<file path="src/rtl/core/tprf_pkg.sv">
// Shared types and constants for the typed packet receive filter.
`timescale 1ns / 1ps

package tprf_pkg;

    // Header layout, byte offsets from the start of the datagram
    localparam int unsigned HDR_LEN      = 15;
    localparam int unsigned OFS_CHECKSUM = 2;
    localparam int unsigned OFS_TYPE     = 6;
    localparam int unsigned OFS_FLAG     = 8;
    localparam int unsigned OFS_NUMBER   = 9;
    localparam int unsigned OFS_SIZE     = 13;

    localparam int unsigned POS_W   = 17;
    localparam logic [POS_W-1:0] POS_MAX = {POS_W{1'b1}};

    // Configuration register map (index of each register)
    localparam logic REG_TYPE_COUNT = 1'b0;
    localparam logic [4:0] TYPE_COUNT_RESET = 5'd16;

    typedef enum logic [2:0] {
        VERDICT_DELIVER   = 3'd0,
        VERDICT_SHORT     = 3'd1,
        VERDICT_LENGTH    = 3'd2,
        VERDICT_CHECKSUM  = 3'd3,
        VERDICT_TYPE      = 3'd4,
        VERDICT_STALE     = 3'd5
    } t_verdict;

endpackage

</file>
<file path="src/rtl/core/tprf_ram.sv">
// Generic single-write, single-read RAM with registered read data.
`timescale 1ns / 1ps

module tprf_ram #(
    parameter int WIDTH = 32,
    parameter int DEPTH = 16
) (
    input  logic                                   i_clk,
    input  logic                                   i_we,
    input  logic [(DEPTH > 1 ? $clog2(DEPTH) : 1)-1:0] i_waddr,
    input  logic [WIDTH-1:0]                       i_wdata,
    input  logic [(DEPTH > 1 ? $clog2(DEPTH) : 1)-1:0] i_raddr,
    output logic [WIDTH-1:0]                       o_rdata
);

    logic [WIDTH-1:0] r_mem [DEPTH];
    logic [WIDTH-1:0] r_rdata;

    always_ff @(posedge i_clk) begin
        if (i_we) begin
            r_mem[i_waddr] <= i_wdata;
        end
        r_rdata <= r_mem[i_raddr];
    end

    assign o_rdata = r_rdata;

endmodule

</file>
<file path="src/rtl/core/typed_packet_receive_filter_top.sv">
// Typed packet receive filter: header capture, payload sum and per-type freshness check.
// The verdict is registered: the last byte goes from the input register through one
//   compute stage to the result register, and shows in the cycle after that byte fires.
// Throughput: one byte per cycle while o_stall is low.
// Reset (synchronous, active low) clears all per-packet state and starts a clearing pass
//   that zeroes every slot of the latest-number RAM, during which o_stall is high.
// Config writes are taken at any time; r_type_count resets to 16.
`timescale 1ns / 1ps

module typed_packet_receive_filter_top
    import tprf_pkg::*;
#(
    parameter int TYPE_SLOTS = 16
) (
    input  logic        i_clk,
    input  logic        i_rst_n,
    // byte stream in
    input  logic        i_valid,
    output logic        o_stall,
    input  logic [7:0]  i_packet_byte,
    input  logic        i_last_byte,
    // verdict out
    output logic        o_valid,
    input  logic        i_stall,
    output logic [2:0]  o_verdict,
    output logic [15:0] o_packet_type,
    output logic [31:0] o_packet_number,
    output logic [15:0] o_payload_size,
    output logic        o_always_flag,
    // APB config
    input  logic        psel,
    input  logic        penable,
    input  logic        pwrite,
    input  logic [2:0]  paddr,
    input  logic [31:0] pwdata,
    output logic [31:0] prdata,
    output logic        pready
);

    localparam int IDX_W = (TYPE_SLOTS > 1) ? $clog2(TYPE_SLOTS) : 1;
    localparam logic [IDX_W-1:0] LAST_IDX = IDX_W'(TYPE_SLOTS - 1);
    localparam logic [15:0] SLOTS_16 = 16'(TYPE_SLOTS);

    // ---------------- configuration ----------------
    logic [4:0] r_type_count;
    logic       cfg_wr;

    assign pready = 1'b1;
    assign cfg_wr = psel && penable && pwrite && pready;

    always_ff @(posedge i_clk) begin
        if (!i_rst_n) begin
            r_type_count <= TYPE_COUNT_RESET;
        end else if (cfg_wr && paddr[2] == REG_TYPE_COUNT) begin
            r_type_count <= pwdata[4:0];
        end
    end

    always_comb begin
        prdata = '0;
        if (paddr[2] == REG_TYPE_COUNT) begin
            prdata = {27'd0, r_type_count};
        end
    end

    // ---------------- clearing pass ----------------
    logic             r_clearing;
    logic [IDX_W-1:0] r_clr_addr;

    always_ff @(posedge i_clk) begin
        if (!i_rst_n) begin
            r_clearing <= 1'b1;
            r_clr_addr <= '0;
        end else if (r_clearing) begin
            if (r_clr_addr == LAST_IDX) begin
                r_clearing <= 1'b0;
            end else begin
                r_clr_addr <= r_clr_addr + 1'b1;
            end
        end
    end

    // ---------------- input register ----------------
    logic       r_in_valid;
    logic [7:0] r_in_byte;
    logic       r_in_last;
    logic       r_out_valid;
    logic       fire;
    logic       in_accept;

    assign fire      = r_in_valid && !(r_in_last && r_out_valid && i_stall);
    assign o_stall   = r_clearing || (r_in_valid && !fire);
    assign in_accept = i_valid && !o_stall;

    always_ff @(posedge i_clk) begin
        if (!i_rst_n) begin
            r_in_valid <= 1'b0;
        end else if (in_accept) begin
            r_in_valid <= 1'b1;
        end else if (fire) begin
            r_in_valid <= 1'b0;
        end
    end

    always_ff @(posedge i_clk) begin
        if (in_accept) begin
            r_in_byte <= i_packet_byte;
            r_in_last <= i_last_byte;
        end
    end

    // ---------------- per-packet state ----------------
    logic [POS_W-1:0] r_pos,  n_pos;
    logic [31:0]      r_chk,  n_chk;
    logic [15:0]      r_type, n_type;
    logic             r_flag, n_flag;
    logic [31:0]      r_num,  n_num;
    logic [15:0]      r_size, n_size;
    logic [31:0]      r_sum,  n_sum;

    // header bytes land at fixed slots; everything past the header is payload
    always_comb begin
        n_chk  = r_chk;
        n_type = r_type;
        n_flag = r_flag;
        n_num  = r_num;
        n_size = r_size;
        n_sum  = r_sum;
        if (r_pos >= POS_W'(HDR_LEN)) begin
            n_sum = r_sum + {{24{r_in_byte[7]}}, r_in_byte};
        end else begin
            case (r_pos[3:0])
                4'(OFS_CHECKSUM):     n_chk[7:0]   = r_in_byte;
                4'(OFS_CHECKSUM + 1): n_chk[15:8]  = r_in_byte;
                4'(OFS_CHECKSUM + 2): n_chk[23:16] = r_in_byte;
                4'(OFS_CHECKSUM + 3): n_chk[31:24] = r_in_byte;
                4'(OFS_TYPE):         n_type[7:0]  = r_in_byte;
                4'(OFS_TYPE + 1):     n_type[15:8] = r_in_byte;
                4'(OFS_FLAG):         n_flag       = (r_in_byte != 8'd0);
                4'(OFS_NUMBER):       n_num[7:0]   = r_in_byte;
                4'(OFS_NUMBER + 1):   n_num[15:8]  = r_in_byte;
                4'(OFS_NUMBER + 2):   n_num[23:16] = r_in_byte;
                4'(OFS_NUMBER + 3):   n_num[31:24] = r_in_byte;
                4'(OFS_SIZE):         n_size[7:0]  = r_in_byte;
                4'(OFS_SIZE + 1):     n_size[15:8] = r_in_byte;
                default: ;
            endcase
        end
        n_pos = (r_pos != POS_MAX) ? r_pos + 1'b1 : r_pos;
    end

    always_ff @(posedge i_clk) begin
        if (!i_rst_n || (fire && r_in_last)) begin
            r_pos  <= '0;
            r_chk  <= '0;
            r_type <= '0;
            r_flag <= 1'b0;
            r_num  <= '0;
            r_size <= '0;
            r_sum  <= '0;
        end else if (fire) begin
            r_pos  <= n_pos;
            r_chk  <= n_chk;
            r_type <= n_type;
            r_flag <= n_flag;
            r_num  <= n_num;
            r_size <= n_size;
            r_sum  <= n_sum;
        end
    end

    // ---------------- latest-number table ----------------
    // Read address follows the captured type; it is stable long before the
    // last payload byte, so the registered read data is current at the verdict.
    logic             ram_we;
    logic [IDX_W-1:0] ram_waddr;
    logic [31:0]      ram_wdata;
    logic [31:0]      latest;
    logic             upd_table;

    assign ram_we    = r_clearing || upd_table;
    assign ram_waddr = r_clearing ? r_clr_addr : r_type[IDX_W-1:0];
    assign ram_wdata = r_clearing ? 32'd0 : n_num;

    tprf_ram #(
        .WIDTH (32),
        .DEPTH (TYPE_SLOTS)
    ) u_latest (
        .i_clk   (i_clk),
        .i_we    (ram_we),
        .i_waddr (ram_waddr),
        .i_wdata (ram_wdata),
        .i_raddr (r_type[IDX_W-1:0]),
        .o_rdata (latest)
    );

    // ---------------- verdict ----------------
    t_verdict    n_verdict;
    logic [15:0] type_limit;
    logic        newer;

    assign type_limit = ({11'd0, r_type_count} > SLOTS_16) ? SLOTS_16 : {11'd0, r_type_count};
    assign newer      = latest < n_num;

    always_comb begin
        upd_table = 1'b0;
        if (n_pos <= POS_W'(HDR_LEN)) begin
            n_verdict = VERDICT_SHORT;
        end else if (n_pos != POS_W'(HDR_LEN) + {1'b0, n_size}) begin
            n_verdict = VERDICT_LENGTH;
        end else if (n_sum != n_chk) begin
            n_verdict = VERDICT_CHECKSUM;
        end else if (n_type >= type_limit) begin
            n_verdict = VERDICT_TYPE;
        end else if (newer) begin
            n_verdict = VERDICT_DELIVER;
            upd_table = fire && r_in_last;
        end else if (n_flag) begin
            n_verdict = VERDICT_DELIVER;
        end else begin
            n_verdict = VERDICT_STALE;
        end
    end

    // ---------------- result register ----------------
    t_verdict    r_verdict;
    logic [15:0] r_out_type;
    logic [31:0] r_out_num;
    logic [15:0] r_out_size;
    logic        r_out_flag;

    always_ff @(posedge i_clk) begin
        if (!i_rst_n) begin
            r_out_valid <= 1'b0;
        end else if (fire && r_in_last) begin
            r_out_valid <= 1'b1;
        end else if (!i_stall) begin
            r_out_valid <= 1'b0;
        end
    end

    always_ff @(posedge i_clk) begin
        if (fire && r_in_last) begin
            r_verdict  <= n_verdict;
            r_out_type <= n_type;
            r_out_num  <= n_num;
            r_out_size <= n_size;
            r_out_flag <= n_flag;
        end
    end

    assign o_valid         = r_out_valid;
    assign o_verdict       = r_verdict;
    assign o_packet_type   = r_out_type;
    assign o_packet_number = r_out_num;
    assign o_payload_size  = r_out_size;
    assign o_always_flag   = r_out_flag;

`ifndef SYNTHESIS
    // nothing gets into the input register while the table is being cleared
    a_no_accept_clear: assert property (@(posedge i_clk) disable iff (!i_rst_n)
        r_clearing |=> !(r_in_valid && !$past(r_in_valid)))
        else $error("byte accepted during table clearing pass");

    // a verdict appears only after a last byte went through the compute stage
    a_out_from_last: assert property (@(posedge i_clk) disable iff (!i_rst_n)
        $rose(r_out_valid) |-> $past(fire && r_in_last))
        else $error("verdict without a last byte");

    // table only takes a number on a delivered, newer packet
    a_upd_deliver: assert property (@(posedge i_clk) disable iff (!i_rst_n)
        upd_table |-> (n_verdict == VERDICT_DELIVER && newer && !r_clearing))
        else $error("table update without delivery");

    // a waiting verdict is never overwritten
    a_out_hold: assert property (@(posedge i_clk) disable iff (!i_rst_n)
        (r_out_valid && i_stall) |=> (r_out_valid && $stable(r_verdict)
                                      && $stable(r_out_num)))
        else $error("stalled verdict changed");
`endif

endmodule
</file>
<file path="config.mk">
export PLATFORM = sky130hd
export DESIGN_NAME = typed_packet_receive_filter_top
export DESIGN_NICKNAME = d
export VERILOG_FILES = /design/src/rtl/core/tprf_pkg.sv /design/src/rtl/core/tprf_ram.sv /design/src/rtl/core/typed_packet_receive_filter_top.sv
export SDC_FILE = /design/constraint.sdc
export NUM_CORES = 1
export LEC_CHECK = 0
export BUFFER_PORTS_ARGS = -buffer_cell sky130_fd_sc_hd__buf_2
export CELL_PAD_IN_SITES_DETAIL_PLACEMENT = 1
export CELL_PAD_IN_SITES_GLOBAL_PLACEMENT = 1
export CORE_MARGIN = 1
export CORE_UTILIZATION = 52
export CTS_CLUSTER_DIAMETER = 100
export DETAILED_ROUTE_END_ITERATION = 16
export PLACE_DENSITY = 0.86
export SETUP_SLACK_MARGIN = 0.05
export SYNTH_ARGS = -nofsm -noshare
export SYNTH_HDL_FRONTEND = slang
export SYNTH_SLANG_ARGS = --single-unit
export TNS_END_PERCENT = 50
</file>
<file path="constraint.sdc">
create_clock -name i_clk -period 10.15 [get_ports i_clk]
set_clock_uncertainty 0.15 [all_clocks]
set_input_delay 2.03 -clock i_clk [delete_from_list [all_inputs] [get_ports i_clk]]
set_output_delay 2.03 -clock i_clk [all_outputs]
set_load 0.02 [all_outputs]
</file>
# Word level (Yosys, flattened, before mapping)
# Memory sizes are Yosys's and may differ from the RTL's. A register that Yosys moved wholly into a read port is not among the register bits.
# Index checks and enable logic that the tools add are counted.
[classes]
add_sub_neg = 4
magnitude_cmp = 5
eq_ne = 18
n_mux = 42
n_bitwise = 2
reduce_logical = 20
[op_table]
columns = ["operator", "count"]
rows = [
  ["$mux 32", 4],
  ["$mux 8", 12],
  ["$add 32x32->32", 1],
  ["$eq 4x4->1 const B", 8],
  ["$lt 32x32->1", 1],
  ["$mux 16", 2],
  ["$ne 32x32->1", 1],
  ["$add 17x1->17 const B", 1],
  ["$add 4x16->17 const A", 1],
  ["$ge 17x4->1 const B", 1],
  ["$le 17x4->1 const B", 1],
  ["$mux 17", 1],
  ["$ne 17x17->1", 1],
  ["$ne 17x17->1 const B", 1],
  ["$eq 4x3->1 const B", 4],
  ["$ge 16x5->1", 1],
  ["$mux 1", 15],
  ["$mux 5", 2],
  ["$logic_and 1x1->1", 9],
  ["$mux 3", 3],
  ["$eq 4x2->1 const B", 2],
  ["$reduce_bool 8->1", 1],
  ["$gt 5x5->1 const B", 1],
  ["$add 4x1->4 const B", 1],
  ["9 further kinds", 16],
]
[totals]
ff_bits = 235
ram_bits = 512
in_bits = 51
output_inout_bits = 103
word_cells = 112
memories = 1
[memory_table]
columns = ["memory", "words", "word_bits", "read_ports", "rd_ports_with_merged_regs", "write_ports", "line", "source"]
rows = [
  ["u_latest.r_mem", 16, 32, 1, 1, 1, "tprf_ram.sv:16", "logic [WIDTH-1:0] r_mem [DEPTH];"],
]

# Logic depth before layout (Yosys ltp)
# Gate-level depths: netlist of run 1.
[logic_depth]
ltp_word = 13
mapped_depth = 21
ltp_nobuf = 17

# Hierarchy
# A second synthesis of run 1 with hierarchy kept.
[hier_totals]
hier_cells = 2586
area_unflattened_um2 = 34768.3
[modules_own_cells]
columns = ["module", "n_inst", "cells_per_inst", "area_per_inst_um2", "seq_area_each_um2"]
rows = [
  ["tprf_ram", 1, 838, 19835.3, 16015.4],
  ["typed_packet_receive_filter_top", 1, 1748, 14933.1, 5475.3],
]

# Worst setup path after synthesis of run 1
# No wires, ideal clock.
[synth_timing]
path_kind = "reg-to-reg"
start = "register r_pos[9]"
end = "memory u_latest.r_mem[0][0] (enable)"
arrival_ps = 6477
required_time_ps = 9579
slack_ps = 3102
stages_incl_launch_ff = 22
path_cell_list = "dfxtp_1 buf_6 nor4_4 nand2_4 clkbuf_1 nor3_2 clkbuf_1 buf_1 and3_1 clkbuf_1 mux2i_1 ha_1 a21o_1 a21o_1 a211oi_1 o21ai_0 o22ai_1 o311ai_0 or4_1 nor4b_1 a21oi_1 nor2_1"
[synth_between]
elab_chain_cells = 11
[synth_rtl]
columns = ["element", "line", "source"]
rows = [
  ["start: declaration", "typed_packet_receive_filter_top.sv:113", "logic [POS_W-1:0] r_pos, n_pos;"],
  ["start signal: assignment", "typed_packet_receive_filter_top.sv:162", "r_pos <= n_pos;"],
  ["$ge 17x4->1", "typed_packet_receive_filter_top.sv:129", "if (r_pos >= POS_W'(HDR_LEN)) begin"],
  ["$mux 32", "typed_packet_receive_filter_top.sv:129", ""],
  ["$lt 32x32->1", "typed_packet_receive_filter_top.sv:203", "assign newer = latest < n_num;"],
  ["$mux 1", "typed_packet_receive_filter_top.sv:215", "end else if (newer) begin"],
  ["$mux 1", "typed_packet_receive_filter_top.sv:213", "end else if (n_type >= type_limit) begin"],
  ["$mux 1", "typed_packet_receive_filter_top.sv:211", "end else if (n_sum != n_chk) begin"],
  ["$mux 1", "typed_packet_receive_filter_top.sv:209", "end else if (n_pos != POS_W'(HDR_LEN) + {1'b0, n_size}) begin"],
  ["$mux 1 (*)", "typed_packet_receive_filter_top.sv:207", "if (n_pos <= POS_W'(HDR_LEN)) begin"],
  ["$logic_or 1x1->1 (*)", "typed_packet_receive_filter_top.sv:181", "assign ram_we = r_clearing || upd_table;"],
  ["$mux 1 (*)", "tprf_ram.sv:20", "if (i_we) begin"],
  ["$mux 1 (not written as such) (*)", "tprf_ram.sv:21", "r_mem[i_waddr] <= i_wdata;"],
  ["end: declaration", "tprf_ram.sv:16", ""],
]
# Every way passes the cells marked *; elsewhere a longest branch is shown, timed or not.

# Worst setup path after layout of run 1
[layout_timing]
start = "register r_pos[0]"
end = "memory u_latest.r_mem[1][10] (enable)"
[layout_between]
elab_chain_cells = 12
[layout_rtl]
columns = ["element", "line"]
rows = [
  ["parallel branches: the longest is 8 deep, another holds $lt 32x32->1", "--"],
  ["$mux 1 (*)", "typed_packet_receive_filter_top.sv:207"],
  ["$logic_or 1x1->1 (*)", "typed_packet_receive_filter_top.sv:181"],
  ["$mux 1 (*)", "tprf_ram.sv:20"],
  ["$mux 1 (not written as such) (*)", "tprf_ram.sv:21"],
]
# Mark *: on every way between the ends.

==> results of run 1 <==
## how the worst min path moves through the flow
stage,start,cells past startpoint,slack [ps],endpoint
floorplan,r_chk[24],2,280,r_chk[24]
global placement,r_chk[26],2,290,r_chk[26]
detailed placement,r_chk[24],2,300,r_chk[24]
CTS,r_chk[24],2,310,r_chk[24]
global route,r_chk[3],2,330,r_chk[3]
finish,r_chk[24],2,300,r_chk[24]
## synthesized netlist by cell type, types with 4 or more instances
| library cell | n |
|---|---|
| sky130_fd_sc_hd__nor3_1 | 45 |
| sky130_fd_sc_hd__nand2b_1 | 11 |
| sky130_fd_sc_hd__o21a_1 | 7 |
| sky130_fd_sc_hd__nor3b_1 | 6 |
| sky130_fd_sc_hd__mux2i_1 | 88 |
| sky130_fd_sc_hd__nand4_1 | 35 |
| sky130_fd_sc_hd__clkbuf_1 | 116 |
| sky130_fd_sc_hd__a21boi_0 | 4 |
| sky130_fd_sc_hd__and2_1 | 14 |
| sky130_fd_sc_hd__o211ai_1 | 17 |
| sky130_fd_sc_hd__a21oi_1 | 152 |
| sky130_fd_sc_hd__o31a_1 | 7 |
| sky130_fd_sc_hd__or3_1 | 15 |
| sky130_fd_sc_hd__nand3_1 | 59 |
| sky130_fd_sc_hd__nand2_1 | 221 |
| sky130_fd_sc_hd__xor2_1 | 38 |
| sky130_fd_sc_hd__buf_1 | 17 |
| sky130_fd_sc_hd__o21ai_0 | 49 |
| sky130_fd_sc_hd__dfxtp_1 | 190 |
| sky130_fd_sc_hd__or4_1 | 7 |
| sky130_fd_sc_hd__and4_1 | 5 |
| sky130_fd_sc_hd__nor2b_1 | 17 |
| sky130_fd_sc_hd__o31ai_1 | 8 |
| sky130_fd_sc_hd__nor4_1 | 21 |
| sky130_fd_sc_hd__ha_1 | 72 |
| sky130_fd_sc_hd__and3_1 | 22 |
| sky130_fd_sc_hd__a211o_1 | 4 |
| sky130_fd_sc_hd__a2111oi_0 | 4 |
| sky130_fd_sc_hd__o21bai_1 | 5 |
| sky130_fd_sc_hd__mux2_2 | 22 |
| sky130_fd_sc_hd__buf_4 | 28 |
| sky130_fd_sc_hd__o22ai_1 | 4 |
| sky130_fd_sc_hd__a21o_1 | 29 |
| sky130_fd_sc_hd__a31oi_1 | 17 |
| sky130_fd_sc_hd__and4b_1 | 4 |
| sky130_fd_sc_hd__nor4b_1 | 4 |
| sky130_fd_sc_hd__inv_1 | 71 |
| sky130_fd_sc_hd__nor2_1 | 232 |
| sky130_fd_sc_hd__a211oi_1 | 68 |
| sky130_fd_sc_hd__mux4_2 | 160 |
| sky130_fd_sc_hd__nor3_2 | 6 |
| sky130_fd_sc_hd__xnor2_1 | 56 |
| sky130_fd_sc_hd__buf_2 | 15 |
| sky130_fd_sc_hd__edfxtp_1 | 589 |
## layer usage
| layer | GRT usage, % | part of all wire (%) | wire length [um] |
|---|---|---|---|
| met3 | 4.28 | 6.7 | 7220 |
| met4 | 12.8 | 3.8 | 4120 |
| met2 | 54.4 | 51 | 55000 |
| met1 | 40.1 | 39 | 41900 |
| met5 | 0 | 0 | 0 |
## flip-flops by register name, summed over array words and instances, names as in the netlist, 4 cells and up
name,count
r_size,16
u_latest.o_rdata,32
o_payload_size,16
r_in_byte,8
r_num,32
r_type_count,5
r_chk,32
r_type,16
r_pos,17
u_latest.r_mem,512
r_sum,32
o_packet_number,32
o_packet_type,16
r_clr_addr,4
## cell families after synthesis
kind of cell	count (synthesis)
DFF	779
and+or+nand+nor	747
AOI/OAI and AO/OA	422
muxes	270
buffers and inverters	250
xor gates and xnor gates	97
adders and majority gates	73
other	2
## worst max-delay path: stages (launching register included)
cell and delay [ps]:
sky130_fd_sc_hd__dfxtp_1 570, sky130_fd_sc_hd__ha_1 600, sky130_fd_sc_hd__a21oi_1 210, sky130_fd_sc_hd__nor2b_1 510, sky130_fd_sc_hd__nor3_4 50, sky130_fd_sc_hd__and3_1 410
sky130_fd_sc_hd__mux2i_1 540, sky130_fd_sc_hd__ha_1 350, sky130_fd_sc_hd__nand4_1 110, sky130_fd_sc_hd__nor2_1 80, sky130_fd_sc_hd__a2111oi_0 530, sky130_fd_sc_hd__o21ai_0 320
sky130_fd_sc_hd__o22ai_1 390, sky130_fd_sc_hd__o311ai_1 450, sky130_fd_sc_hd__or4_1 760, sky130_fd_sc_hd__nor4b_1 400, sky130_fd_sc_hd__a21oi_1 360, sky130_fd_sc_hd__nor2_4 650
sky130_fd_sc_hd__buf_4 480
## final cells by class
type | count | area [um^2]
well taps | 873 | 1090
inverters | 72 | 272
clock buffers | 116 | 2270
repair buffers | 148 | 883
fillers | 6426 | 27700
multi-input cells | 1637 | 13100
clock inverters | 35 | 448
flip-flops and latches | 779 | 21500
## where the power goes
part	leakage, nW	total (W)	switching (W)	internal [W]
Clock	1.30	0.00305	0.00133	0.00171
Sequential	6.18	0.00349	0.0000296	0.00346
Combinational	5.10	0.000187	0.000121	0.0000668
## through the flow
stage,std cells,util (%),setup WS (ps)
3_5_place_dp,3509,54.8,2390
3_3_place_gp,3509,54.8,2800
2_1_floorplan,2666,-,3100
6_report,3660,58.8,1820
5_1_grt,3660,58.8,1620
4_1_cts,3660,58.8,1980
==> reports/qor.yml, run 1 <==
area_share_of_the_leading_cell_type_in_the_synthesized_netlist_pct: 49.9
chipWidth_um: 263
cap_violations: 0
grt_pass1_vias: 25500
layout.cells.most_common: "sky130_fd_sc_hd__edfxtp_1"
layout.nets: 2843
final_cycle_share_pct: 82.0
holdBufCountCts: 0
design.die.area_um2: 69200
drt_first_pass_iters: 7
pwr_density_cell_nw_per_um2: 170
setup.worst_path.start_class: "flip-flop"
max_slew_margin_pct: 15.4
grt.overflow.total: 0
grt.total_usage_pct: 31.5
placement.cell_area_um2: 36900
route.detailed.wl_per_inst_um: 29.6
cp_max_fo: 19
antenna_found_initial: 1
synth_enable_flop_cells: 589
area_growth_pct: 11.7
final_antenna_net_count: 0
vias: 24000
maxClockFrequency_mhz: 120
report.power.total_w: 0.00672
post_synth.cell_area_avg_um2: 13.4
synth.ff_latch_count: 779
timing_worst_setup_path_type: "flip-flop to flip-flop"
totalNegativeSetupSlack_ps: 0
cts_repair_resize_count: 0
grt_pass1_wl_mm: 163
post_synth_mux_area_share_pct: 13.4
hold_ws_ps: 305
total_of_endpoints_with_negative_setup_slack_in_the_final_report: 0
coreArea_um2: 67300
cp.arrival_ps: 8470
h-tree-depth: 3
endpoint: "u_latest.r_mem[1][10]"
finish.instance_area_um2: 39600
worstRegToRegCells: 18
synthTopCellsByArea: "sky130_fd_sc_hd__edfxtp_1 (50%), sky130_fd_sc_hd__dfxtp_1 (11%), sky130_fd_sc_hd__mux4_2 (10%), sky130_fd_sc_hd__ha_1 (2.5%), sky130_fd_sc_hd__mux2i_1 (2.5%)"
final_max_slew_viol_count: 0
design.portCount: 154
clk_pin_slew_worst_paths_ps: 60
synth_compound_gate_area_share_pct: 7.73
root_buffer: "sky130_fd_sc_hd__clkbuf_16"
io_buffers: 96
yosys_most_used_dff: "sky130_fd_sc_hd__edfxtp_1"
netlist_instances: 2640
tritoncts_clock_tree: "yes"
clock_insertion_delay_worst_skew_ps: 660
floorplan.initialDensity_pct: 52.7
initialDrtViolationCount: 2317
synth_top_family_by_area: "multiplexers"
cp_data_required_time_ps: 10290
drcViolationCount: 0
unrepaired_setup_endpoints_after_global_routing: "no"
antennaDiodeCount: 0
post_cts.repair.setup_buffers: 0
avgViaCountPerCell: 6.56
dp_hpwl_mm: 64.3
numClockSinks: 779
regToRegSetupSlack_ps: 1820
status: "finished clean"
r2r_start: "r_pos[0]"
final_routed_wirelength_across_all_metal_layers_mm: 108
grt_max_degree: 103
number_of_buffers_created_by_cts: 81
seq_area_frac_synth_pct: 60.7
mostFrequentLayoutCells: "sky130_fd_sc_hd__edfxtp_1 (589), sky130_fd_sc_hd__nand2_1 (220), sky130_fd_sc_hd__nor2_1 (215)"
vdd_drop_max_mv: 0.148
die_height_um: 263
std_cell_rows: 95
layout-drive-gt1-share_pct: 17.8
routabilityCongestion: 0.895
leakage_nw: 12.6
worst_setup_path_startpoint: "r_pos[0]"
max-clock-path-buffers: 3
synth_adder_area_share_pct: 2.60
post_synth_xor_area_fraction_pct: 2.51
regToRegEndpoint: "u_latest.r_mem[1][10]"
ys.warnings.count: 0
min_path_type: "flip-flop to flip-flop"
ys_types: 88
worst_slew_pin_tran_ps: 1250
syn_area_um2: 35400
synth_top_area_cell: "sky130_fd_sc_hd__edfxtp_1"
synth_simple_gate_area_share_pct: 10.1
number_of_failing_hold_endpoints_at_the_final_stage: 0
synth_async_reset_ratio_pct: 0
critPathCaptureType: "flip-flop"
timing.final.crit_period_ps: 8330
Power figures use the tool's default switching activity.
==> run 2, diff against run 1 <==
==> constraint.sdc (replaced) <==
create_clock -name i_clk -period 8.2 [get_ports i_clk]
set_clock_uncertainty 0.15 [all_clocks]
set_input_delay 1.64 -clock i_clk [delete_from_list [all_inputs] [get_ports i_clk]]
set_output_delay 1.64 -clock i_clk [all_outputs]
set_load 0.02 [all_outputs]
==> run 2 against run 1 <==
  * Critical path type unchanged
  * Power up 25%
  * Global-route usage about the same
  * Register-to-register slack worse by 1500 ps
  * Final cell count up 0.25%
  * Worst hold slack better by 4.8 ps
  * Core utilization up 0.19 points
  * Largest cell class unchanged
  * Clock power up 27%
  * Count of clock-buffer cells in the layout down 16
  * Non-clock buffer count up 10
  * Combinational power up 27%
  * Die area unchanged
==> reports/qor.yml, run 2 (synthesis gave the netlist of run 1 again) <==
design.portCount: 154  # unchanged
totalNegativeSetupSlack_ps: 0  # unchanged
initialDrtViolationCount: 2206  # -4.8%
dp_hpwl_mm: 65.0  # +1.1%
cp.arrival_ps: 7980  # -490 ps
h-tree-depth: 3  # unchanged
status: "finished clean"
route.detailed.wl_per_inst_um: 29.6  # +0.17%
cp_data_required_time_ps: 8320  # -1970 ps
worst_setup_path_startpoint: "r_pos[7]"
grt_pass1_wl_mm: 163  # -0.11%
final_antenna_net_count: 0  # unchanged
area_growth_pct: 12.1
post_cts.repair.setup_buffers: 0  # unchanged
leakage_nw: 12.7  # +0.68%
layout.nets: 2853  # +0.35%
fillCellCount: 6481  # +0.86%
number_of_failing_hold_endpoints_at_the_final_stage: 0  # unchanged
io_buffers: 96  # unchanged
mostFrequentLayoutCells: "sky130_fd_sc_hd__edfxtp_1 (589), sky130_fd_sc_hd__nand2_1 (219), sky130_fd_sc_hd__nor2_1 (215)"
drt_first_pass_iters: 8  # +1
min_path_type: "flip-flop to flip-flop"
die_height_um: 263  # unchanged
layout-drive-gt1-share_pct: 18.5  # +0.69 points
worstHoldStart: "r_chk[22]"
root_buffer: "sky130_fd_sc_hd__clkbuf_16"
dpl.cell_count: 3519  # +0.28%
tritoncts_clock_tree: "yes"
vias: 24000  # -0.10%
final_max_slew_viol_count: 0  # unchanged
finish.cell_count_without_fillers: 3669  # +0.25%
floorplan.initialDensity_pct: 52.7  # unchanged
antennaDiodeCount: 0  # unchanged
total_of_endpoints_with_negative_setup_slack_in_the_final_report: 0  # unchanged
cap_violations: 0  # unchanged
std_cell_rows: 95  # unchanged
final_core_utilization_pct: 59.0  # +0.19 points
design.die.area_um2: 69200  # unchanged
setup.worst_path.start_class: "flip-flop"
antenna_found_initial: 0  # -1
critical-path-top-delay-family: "simple AND/OR/NAND/NOR gates"
critPathSlowestCell: "sky130_fd_sc_hd__or4_1"
final_cycle_share_pct: 95.9  # +14 points
unrepaired_setup_endpoints_after_global_routing: "no"
cp_max_fo: 32  # +13
path_buf_inv: 1  # unchanged
regMostFlops: "u_latest.r_mem"
timing_worst_setup_path_type: "flip-flop to flip-flop"
multi_input_area_um2: 13100  # about the same
cts_repair_resize_count: 0  # unchanged
ff_latch_area_um2: 21500  # unchanged
critical-path-max-stage-delay_ps: 770  # about the same
number_of_buffers_created_by_cts: 81  # unchanged
coreArea_um2: 67300  # unchanged
drcViolationCount: 0  # unchanged
cp_cell_sequence: "nor2_1, nand3_2, nor2_1, nand3_1, a21oi_1, ha_1, a21o_1, a21o_1, a2111oi_0, o21ai_0, o22ai_1, o311ai_0, or4_1, nor4_1, a21oi_1, nor2_4, buf_4"
worst_slew_pin_tran_ps: 1310  # +61.2 ps
largest_register_ffs: 512  # unchanged
r2r_start: "r_pos[7]"
holdBufCountCts: 0  # unchanged
max_slew_margin_pct: 12.2  # -3.2 points
grt_pass1_vias: 25200  # -1.3%
pwr_density_cell_nw_per_um2: 212  # +25%
grt.total_usage_pct: 31.5  # about the same
clk_pin_slew_worst_paths_ps: 60  # about the same
grt.overflow.total: 0  # unchanged
routabilityCongestion: 0.941  # +5.1%
chipWidth_um: 263  # unchanged
final_routed_wirelength_across_all_metal_layers_mm: 109  # +0.41%
clock_insertion_delay_worst_skew_ps: 660  # about the same
grt_max_degree: 100  # -2.9%
vdd_drop_max_mv: 0.196  # +33%
max-clock-path-buffers: 3  # unchanged
timing.final.crit_period_ps: 7870  # -462 ps
critPathCaptureType: "flip-flop"
numClockSinks: 779  # unchanged
avgViaCountPerCell: 6.53  # -0.35%
layout.cells.most_common: "sky130_fd_sc_hd__edfxtp_1"
maxClockFrequency_mhz: 127  # +5.9%
-- run 2: cell types whose count changed in the layout (fill, tap and decap cells not counted), moves of 3 or more --
cell	previous run	this run
sky130_fd_sc_hd__clkbuf_1	26	12
sky130_fd_sc_hd__bufinv_16	5	9
sky130_fd_sc_hd__clkinv_1	8	11
sky130_fd_sc_hd__clkinv_4	0	3
sky130_fd_sc_hd__buf_4	51	62
-- run 2: area by class of cell --
cell class	count	share of cell area, %
Clock buffer	100	5.46
Timing Repair Buffer	158	2.38
Tap cell	873	2.75
Multi-Input combinational cell	1637	33.0
Inverter	72	0.684
Clock inverter	50	1.55
Sequential cell	779	54.2
-- run 2: final timing paths --
path / end / slack (ps) / depth (start not counted)
worst max-delay path: u_latest.r_mem[15][12] / 330 / 17
worst min-delay path: r_chk[22] / 310 / 2
worst max register to register: u_latest.r_mem[15][12] / 330 / 17
worst min register to register: r_chk[22] / 310 / 2
-- run 2: per-layer routing --
metal	vias up	part of all wire (%)	global-route usage, %	wire length, um
li1	10200	-	-	-
met1	12300	39	39.6	41900
met2	1159	50	53.2	54000
met3	309	7.1	5.41	7670
met4	0	4.7	14.7	5140
met5	-	0	0	0
-- run 2: per-stage QoR --
stage          area, um^2  worst slack (ps)  total power [W]  hold WS [ps]
3_3_place_gp        36900              1370          0.00458           288
3_5_place_dp        36900               996          0.00461           297
4_1_cts             39700               563          0.00845           310
2_1_floorplan       35500              1150          0.00452           281
6_report            39700               335          0.00842           309
5_1_grt             39700               162          0.00859           325
-- run 2: tightest hold or removal path: cells and delay by family, from the launching register on --
kind             cells  cell delay (ps)
AO/OA/AOI/OAI        1               50
flip-flops           1              310
AND/OR/NAND/NOR      1               50
-- run 2: power breakdown --
| part | internal [W] | switching (W) | leakage [nW] | total (W) |
|---|---|---|---|---|
| clock network | 0.00220 | 0.00166 | 1.34 | 0.00386 |
| logic | 0.0000837 | 0.000155 | 5.14 | 0.000238 |
| registers | 0.00428 | 0.0000373 | 6.18 | 0.00431 |
